### config.mk
export PLATFORM = sky130hd
export DESIGN_NAME = xmodem_crc_block_receiver_top_flat
export DESIGN_NICKNAME = d
export VERILOG_FILES = /design/src/sv/xcrc_pkg.sv /design/src/sv/xcrc_stream_if.sv /design/src/sv/xmodem_crc_block_receiver_top.sv /design/src/sv/xcrc_fsm.sv /design/src/flat_wrapper.sv
export SDC_FILE = /design/constraint.sdc
export NUM_CORES = 1
export LEC_CHECK = 0
export BUFFER_PORTS_ARGS = -buffer_cell sky130_fd_sc_hd__buf_2
export CORE_ASPECT_RATIO = 0.75
export CORE_MARGIN = 8
export CORE_UTILIZATION = 45
export CTS_CLUSTER_SIZE = 14
export DETAILED_ROUTE_END_ITERATION = 8
export HOLD_SLACK_MARGIN = 0.1
export SYNTH_ARGS = -nofsm -noshare
export SYNTH_HDL_FRONTEND = slang
export SYNTH_HIERARCHICAL = 1
export SYNTH_SLANG_ARGS = --single-unit
### constraint.sdc
create_clock -name clk_i -period 5 [get_ports clk_i]
set_clock_uncertainty 0.1 [all_clocks]
set_input_delay 1 -clock clk_i [delete_from_list [all_inputs] [get_ports clk_i]]
set_output_delay 1 -clock clk_i [all_outputs]
set_load 0.03 [all_outputs]
### src/sv/xcrc_pkg.sv
// Package for the XMODEM-CRC block receiver: item types, phase encoding,
// protocol byte codes and the byte-wise CRC-16 update. No dependencies.
package xcrc_pkg;

  typedef enum logic [1:0] {
    OP_BYTE    = 2'd0,
    OP_TIMEOUT = 2'd1,
    OP_START   = 2'd2
  } op_e;

  typedef enum logic [1:0] {
    RPL_NONE = 2'd0,
    RPL_ACK  = 2'd1,
    RPL_NAK  = 2'd2,
    RPL_C    = 2'd3
  } reply_e;

  typedef enum logic [1:0] {
    ST_GOING   = 2'd0,
    ST_DONE    = 2'd1,
    ST_ABORTED = 2'd2
  } status_e;

  typedef enum logic [2:0] {
    PH_FIRST   = 3'd0,
    PH_HEADER  = 3'd1,
    PH_SEQ     = 3'd2,
    PH_SEQINV  = 3'd3,
    PH_BODY    = 3'd4,
    PH_STOPPED = 3'd7
  } phase_e;

  localparam logic [7:0]  CHR_SOH = 8'h01;
  localparam logic [7:0]  CHR_STX = 8'h02;
  localparam logic [7:0]  CHR_EOT = 8'h04;
  localparam logic [7:0]  SEQ_FIRST = 8'd1;
  localparam logic [8:0]  SEQ_SUM = 9'd255;
  localparam logic [10:0] BLK_LEN_SHORT = 11'd128;
  localparam logic [10:0] BLK_LEN_LONG  = 11'd1024;
  localparam logic [15:0] CRC_POLY = 16'h1021;

  typedef struct packed {
    logic [1:0] operation;
    logic [7:0] rx_byte;
  } in_item_t;

  typedef struct packed {
    logic [1:0] reply;
    logic [1:0] status;
    logic       payload_valid;
    logic [7:0] payload_byte;
  } out_item_t;

  // CRC-16/XMODEM, one byte, MSB first
  function automatic logic [15:0] crc_add(input logic [15:0] crc, input logic [7:0] b);
    logic [15:0] c;
    c = crc ^ {b, 8'h00};
    for (int i = 0; i < 8; i++) begin
      c = c[15] ? ({c[14:0], 1'b0} ^ CRC_POLY) : {c[14:0], 1'b0};
    end
    return c;
  endfunction

endpackage

### src/sv/xcrc_stream_if.sv
// Valid/ready stream channel carrying one packed payload.
// Payload type is a parameter; users take types from xcrc_pkg.
interface xcrc_stream_if #(parameter type payload_t = logic);
  logic     valid;
  logic     ready;
  payload_t payload;

  modport source (output valid, output payload, input ready);
  modport sink   (input valid, input payload, output ready);
endinterface

### src/sv/xmodem_crc_block_receiver_top.sv
// XMODEM-CRC block receiver: one event in, one result out.
// Each item passes through an input register and then a result register before its result is valid.
// Throughput: one item per cycle while the output is not stalled; the step logic updates protocol state per item.
// Reset (async, active low) clears both stages and returns to awaiting first byte.
// Depends on xcrc_pkg, xcrc_stream_if and xcrc_fsm.
module xmodem_crc_block_receiver_top import xcrc_pkg::*; (
  input  logic  clk_i,
  input  logic  rst_ni,
  xcrc_stream_if.sink   in_ch,
  xcrc_stream_if.source out_ch
);

  logic      in_vld_q;
  in_item_t  in_item_q;
  logic      out_vld_q;
  out_item_t out_item_q;
  out_item_t step_res;
  logic      advance;

  // step the held item when the result register can take it
  assign advance     = in_vld_q && (!out_vld_q || out_ch.ready);
  assign in_ch.ready = !in_vld_q || advance;

  always_ff @(posedge clk_i or negedge rst_ni) begin
    if (!rst_ni) begin
      in_vld_q <= 1'b0;
    end else if (in_ch.ready) begin
      in_vld_q <= in_ch.valid;
    end
  end

  always_ff @(posedge clk_i) begin
    if (in_ch.ready && in_ch.valid) begin
      in_item_q <= in_ch.payload;
    end
  end

  xcrc_fsm u_fsm (
    .clk_i     (clk_i),
    .rst_ni    (rst_ni),
    .step_en_i (advance),
    .item_i    (in_item_q),
    .result_o  (step_res)
  );

  always_ff @(posedge clk_i or negedge rst_ni) begin
    if (!rst_ni) begin
      out_vld_q <= 1'b0;
    end else if (advance) begin
      out_vld_q <= 1'b1;
    end else if (out_ch.ready) begin
      out_vld_q <= 1'b0;
    end
  end

  always_ff @(posedge clk_i) begin
    if (advance) begin
      out_item_q <= step_res;
    end
  end

  assign out_ch.valid   = out_vld_q;
  assign out_ch.payload = out_item_q;

endmodule

### src/sv/xcrc_fsm.sv
// Protocol state of the receiver and the per-byte step logic.
// Depends on xcrc_pkg for phase codes, byte codes and crc_add.
module xcrc_fsm import xcrc_pkg::*; (
  input  logic      clk_i,
  input  logic      rst_ni,
  input  logic      step_en_i,
  input  in_item_t  item_i,
  output out_item_t result_o
);

  phase_e      phase_q, phase_d;
  logic [7:0]  exp_seq_q, exp_seq_d;
  logic        long_blk_q, long_blk_d;
  logic [10:0] byte_cnt_q, byte_cnt_d;
  logic [15:0] crc_q, crc_d;
  logic [7:0]  crc_hi_q, crc_hi_d;
  status_e     status_q, status_d;

  phase_e      ph_eff;
  logic [10:0] blk_len;
  logic        in_payload;
  logic        at_crc_hi;
  logic        crc_ok;
  logic        seq_inv_ok;
  logic [7:0]  ch;

  assign ch         = item_i.rx_byte;
  assign ph_eff     = (phase_q == PH_FIRST) ? PH_HEADER : phase_q;
  assign blk_len    = long_blk_q ? BLK_LEN_LONG : BLK_LEN_SHORT;
  assign in_payload = byte_cnt_q < blk_len;
  assign at_crc_hi  = byte_cnt_q == blk_len;
  assign crc_ok     = {crc_hi_q, ch} == crc_q;
  assign seq_inv_ok = ({1'b0, ch} + {1'b0, exp_seq_q}) == SEQ_SUM;

  // next state
  always_comb begin
    phase_d    = phase_q;
    exp_seq_d  = exp_seq_q;
    long_blk_d = long_blk_q;
    byte_cnt_d = byte_cnt_q;
    crc_d      = crc_q;
    crc_hi_d   = crc_hi_q;
    status_d   = status_q;
    case (item_i.operation)
      OP_START: begin
        phase_d    = PH_FIRST;
        exp_seq_d  = SEQ_FIRST;
        long_blk_d = 1'b0;
        byte_cnt_d = '0;
        crc_d      = '0;
        crc_hi_d   = '0;
        status_d   = ST_GOING;
      end
      OP_TIMEOUT: begin
        if (phase_q == PH_FIRST) begin
          phase_d  = PH_STOPPED;
          status_d = ST_ABORTED;
        end else if (phase_q != PH_STOPPED) begin
          phase_d    = PH_HEADER;
          byte_cnt_d = '0;
          crc_d      = '0;
          crc_hi_d   = '0;
        end
      end
      OP_BYTE: begin
        if (phase_q != PH_STOPPED) begin
          case (ph_eff)
            PH_HEADER: begin
              if (ch == CHR_EOT) begin
                phase_d  = PH_STOPPED;
                status_d = ST_DONE;
              end else if (ch == CHR_SOH || ch == CHR_STX) begin
                long_blk_d = (ch == CHR_STX);
                phase_d    = PH_SEQ;
              end else begin
                phase_d  = PH_STOPPED;
                status_d = ST_ABORTED;
              end
            end
            PH_SEQ: begin
              if (ch != exp_seq_q) begin
                phase_d  = PH_STOPPED;
                status_d = ST_ABORTED;
              end else begin
                phase_d = PH_SEQINV;
              end
            end
            PH_SEQINV: begin
              if (!seq_inv_ok) begin
                phase_d  = PH_STOPPED;
                status_d = ST_ABORTED;
              end else begin
                phase_d    = PH_BODY;
                byte_cnt_d = '0;
                crc_d      = '0;
                crc_hi_d   = '0;
              end
            end
            PH_BODY: begin
              if (in_payload) begin
                crc_d      = crc_add(crc_q, ch);
                byte_cnt_d = byte_cnt_q + 11'd1;
              end else if (at_crc_hi) begin
                crc_hi_d   = ch;
                byte_cnt_d = byte_cnt_q + 11'd1;
              end else if (!crc_ok) begin
                phase_d  = PH_STOPPED;
                status_d = ST_ABORTED;
              end else begin
                phase_d    = PH_HEADER;
                exp_seq_d  = exp_seq_q + 8'd1;
                byte_cnt_d = '0;
                crc_d      = '0;
                crc_hi_d   = '0;
              end
            end
            default: ;
          endcase
        end
      end
      default: ;
    endcase
  end

  // outputs
  always_comb begin
    result_o               = '0;
    result_o.reply         = RPL_NONE;
    result_o.status        = status_d;
    case (item_i.operation)
      OP_START: result_o.reply = RPL_C;
      OP_TIMEOUT: begin
        if (phase_q != PH_FIRST && phase_q != PH_STOPPED) begin
          result_o.reply = RPL_NAK;
        end
      end
      OP_BYTE: begin
        if (phase_q != PH_STOPPED) begin
          if (ph_eff == PH_HEADER && ch == CHR_EOT) begin
            result_o.reply = RPL_ACK;
          end else if (ph_eff == PH_BODY) begin
            if (in_payload) begin
              result_o.payload_valid = 1'b1;
              result_o.payload_byte  = ch;
            end else if (!at_crc_hi && crc_ok) begin
              result_o.reply = RPL_ACK;
            end
          end
        end
      end
      default: ;
    endcase
  end

  always_ff @(posedge clk_i or negedge rst_ni) begin
    if (!rst_ni) begin
      phase_q    <= PH_FIRST;
      exp_seq_q  <= SEQ_FIRST;
      long_blk_q <= 1'b0;
      byte_cnt_q <= '0;
      crc_q      <= '0;
      crc_hi_q   <= '0;
      status_q   <= ST_GOING;
    end else if (step_en_i) begin
      phase_q    <= phase_d;
      exp_seq_q  <= exp_seq_d;
      long_blk_q <= long_blk_d;
      byte_cnt_q <= byte_cnt_d;
      crc_q      <= crc_d;
      crc_hi_q   <= crc_hi_d;
      status_q   <= status_d;
    end
  end

endmodule

### src/flat_wrapper.sv
// flat-port wrapper written by rule: the top's interface ports become plain ports
module xmodem_crc_block_receiver_top_flat import xcrc_pkg::*;
  (clk_i, rst_ni, in_ch_valid, in_ch_payload, in_ch_ready, out_ch_valid, out_ch_payload, out_ch_ready);
  xcrc_stream_if #(.payload_t(in_item_t)) in_ch_i ();
  xcrc_stream_if #(.payload_t(out_item_t)) out_ch_i ();
  input  logic clk_i;
  input  logic rst_ni;
  input wire logic [$bits(in_ch_i.valid)-1:0] in_ch_valid;
  input wire logic [$bits(in_ch_i.payload)-1:0] in_ch_payload;
  output wire logic [$bits(in_ch_i.ready)-1:0] in_ch_ready;
  output wire logic [$bits(out_ch_i.valid)-1:0] out_ch_valid;
  output wire logic [$bits(out_ch_i.payload)-1:0] out_ch_payload;
  input wire logic [$bits(out_ch_i.ready)-1:0] out_ch_ready;
  assign in_ch_i.valid = in_ch_valid;
  assign in_ch_i.payload = in_ch_payload;
  assign in_ch_ready = in_ch_i.ready;
  assign out_ch_valid = out_ch_i.valid;
  assign out_ch_payload = out_ch_i.payload;
  assign out_ch_i.ready = out_ch_ready;
  xmodem_crc_block_receiver_top u_core (.clk_i(clk_i), .rst_ni(rst_ni), .in_ch(in_ch_i), .out_ch(out_ch_i));
endmodule
==> run summary <==
worst endpoint required time = 5110 ps
First-pass DRT Iterations = 5
outcome = finished, final reports clean
Seq/Total Area, Yosys = 44.0%
clk sinks = 74
Area growth syn-to-layout = 11.8%
EDFF count, synth = 23
via/cell ratio = 5.67
gr ovfl total = 0
largest net degree at the start of global routing = 52
syn nets = 471
Final WS setup = 1510 ps
dpl cell area = 4720 um2
Peak VDD IR = 0.222 mV
largest cells by area after synthesis = dfrtp_1 (28%), edfxtp_1 (15%), xnor2_1 (6.7%)
RePlAce Congestion = 0.889
synth unique cells = 61
diodes inserted = 0
Final setup violation count = 0
worst-margin pin slew = 995 ps
FP Rows = 31
CP Launch Type = register
Final Power = 1.83 mW
post-synth top area share = 28.0%
Yosys reg bits = 74
CTS H-tree depth = 3
Commonest cells post-synth = dfrtp_1 (50), nand2_1 (38), xnor2_1 (34)
Static Leak = 2.01 nW
slowest stage delay, CP = 670 ps
RSZ-0062 raised after global routing = false
final core utilization = 51.8%
Rel. slew slack = 33.6%
CTS clock-pin slew for the worst setup and hold paths = 60 ps
crit path max fanout = 27
worst hold path class = reg -> reg
Horiz. Die Dim = 131 um
Core Box Area = 9660 um2
CP endpoint kind = register
die area = 13400 um2
Post-Syn Instances = 443
Post-Syn Area = 4470 um2
drt wl/cell = 17.1 um
ys async rst share = 68.9%
final hold violation count = 0
critical-path cell list = ha_1 -> fa_1 -> xor2_1 -> nand4b_1 -> a211oi_2 -> a31oi_2 -> buf_4 -> or3_1 -> mux2_4
Final Cell Area = 5000 um2
clk_lat worst skew = 340 ps
Worst EP arrival = 3600 ps
Die Span Y = 102 um
DR DRC count = 0
fill count = 884
hpwl dp = 7.20 mm
Routed WL = 10.3 mm
Ys Warns = 6
top_reg_cell synth = dfrtp_1
crit share post-route = 69.8%
GRT Overall Usage = 16.0%
dpl ws = 1510 ps
Root Buffer = clkbuf_16
number of setup buffers added after CTS = 0
initial antenna violation count = 0
layout cells sized above 1 = 14.9%
Vias = 3418
reg-to-reg setup timing slack = 1510 ps
Buffers on Ports = 28
most frequent cell after synthesis = dfrtp_1
Avg Cell Area, Syn = 10.1 um2
Starting Density = 46.3%
max cap viols = 0
first-pass GRT wire length = 17.0 mm
slowest stage cell, crit path = or3_1
cts bufs inserted = 9
hold buffers post-CTS = 0
post-route setup TNS = 0 ps
Worst Path Buf+Inv = 1
Pins Over Slew Limit = 0
TritonCTS clock tree = yes
pwr/cell area = 365 nW/um2
antenna-violating nets left = 0
min cycle time layout = 3490 ps
clock buffer depth = 2
critical path type = reg -> reg
Highest Clock Rate = 287 MHz
Largest delay share family, worst path = simple AND/OR/NAND/NOR gates
First DRT Iteration DRCs = 317
post_cts resized = 0
cell taking the most area after synthesis = dfrtp_1
nets = 494
vias in the first global route = 3190
I/O pin count = 29
==> stage by stage <==
step,instances,hold WS (ps)
global route,603,449
global placement,587,375
CTS,603,403
detailed placement,587,389
finish,603,399
floorplan,443,350
==> placed cells by master (no fill, tap or decap), drive strengths merged, types with 4 or more instances in the layout <==
| cell | synthesis | layout |
|---|---|---|
| o21ai | 17 | 17 |
| clkbuf | 11 | 10 |
| mux2 | 11 | 11 |
| xor2 | 12 | 12 |
| a21oi | 23 | 23 |
| dfrtp | 50 | 50 |
| buf | 8 | 31 |
| nand4 | 8 | 8 |
| nand2 | 38 | 38 |
| mux2i | 12 | 12 |
| nor4 | 6 | 6 |
| and2 | 15 | 15 |
| o31ai | 19 | 19 |
| nand2b | 8 | 8 |
| or3 | 5 | 5 |
| nor2 | 26 | 26 |
| xnor2 | 34 | 34 |
| edfxtp | 23 | 23 |
| a211oi | 4 | 4 |
| nand3 | 12 | 12 |
| clkinv | 0 | 4 |
| inv | 23 | 24 |
| or4 | 10 | 10 |
| nor4b | 4 | 4 |
| ha | 13 | 13 |
==> flip-flops by register name (all words and copies together), names as in the netlist <==
| signal | flops |
|---|---|
| u_core/out_ch.valid | 1 |
| u_core/in_item_q | 10 |
| u_core/u_fsm/byte_cnt_q | 11 |
| u_core/in_vld_q | 1 |
| u_core/u_fsm/crc_q | 16 |
| u_core/u_fsm/exp_seq_q | 8 |
| u_core/u_fsm/crc_hi_q | 8 |
| u_core/u_fsm/status_q | 2 |
| u_core/u_fsm/long_blk_q | 1 |
| u_core/u_fsm/phase_q | 3 |
| u_core/out_ch.payload | 13 |
==> logic make-up after synthesis <==
group	share of synthesized area, %
and+or+nand+nor	19.4
AOI/OAI and AO/OA	13.9
DFF	44.0
xor gates and xnor gates	9.00
buffers and inverters	3.86
muxes	5.79
adders and majority gates	4.08
==> worst reg2reg max path, stage by stage (launching register included) <==
cell and delay [ps]:
edfxtp_1 580, ha_1 320, fa_1 400, xor2_1 160
nand4b_1 120, a211oi_2 250, a31oi_2 120, buf_4 240
or3_1 680, mux2_4 400
==> layer usage <==
| metal | part of all wire, % | GRT usage (%) | wire, um | vias to the layer above |
|---|---|---|---|---|
| met4 | 1.3 | 4.63 | 138 | 0 |
| met3 | 6.4 | 4.47 | 661 | 15 |
| met1 | 49 | 22.2 | 5110 | 1657 |
| met2 | 43 | 23.6 | 4420 | 94 |
| li1 | - | - | - | 1652 |
| met5 | 0 | 0 | 0 | - |
==> report_power, final <==
part           switching [mW]  internal [mW]
Sequential             0.0889          0.685
Combinational           0.248          0.169
Clock                   0.251          0.384
Total                   0.588           1.24
==> worst paths after layout <==
kind	startpoint	cells past startpoint	endpoint
max in group asynchronous	rst_ni	2	u_core/u_fsm/byte_cnt_q[2]$_DFFE_PN0P_
hold reg to reg	u_core/u_fsm/long_blk_q$_DFFE_PN0P_	2	u_core/u_fsm/long_blk_q$_DFFE_PN0P_
min in group asynchronous	rst_ni	2	u_core/in_vld_q$_DFFE_PN0P_
hold / removal	u_core/u_fsm/long_blk_q$_DFFE_PN0P_	2	u_core/u_fsm/long_blk_q$_DFFE_PN0P_
setup reg to reg	u_core/in_item_q[0]$_DFFE_PP_	9	u_core/u_fsm/crc_q[8]$_DFFE_PN0P_
setup / recovery	u_core/in_item_q[0]$_DFFE_PP_	9	u_core/u_fsm/crc_q[8]$_DFFE_PN0P_
==> cell type report <==
class | instances | area, um2 | area share [%]
multi-input combinational | 327 | 2330 | 46.6
clock buffer | 10 | 229 | 4.58
sequential | 74 | 1970 | 39.3
tap | 132 | 165 | 3.30
clock inverter | 6 | 57.6 | 1.15
inverter | 23 | 86.3 | 1.73
timing repair buffer | 31 | 163 | 3.25
Power figures use the tool's default switching activity.
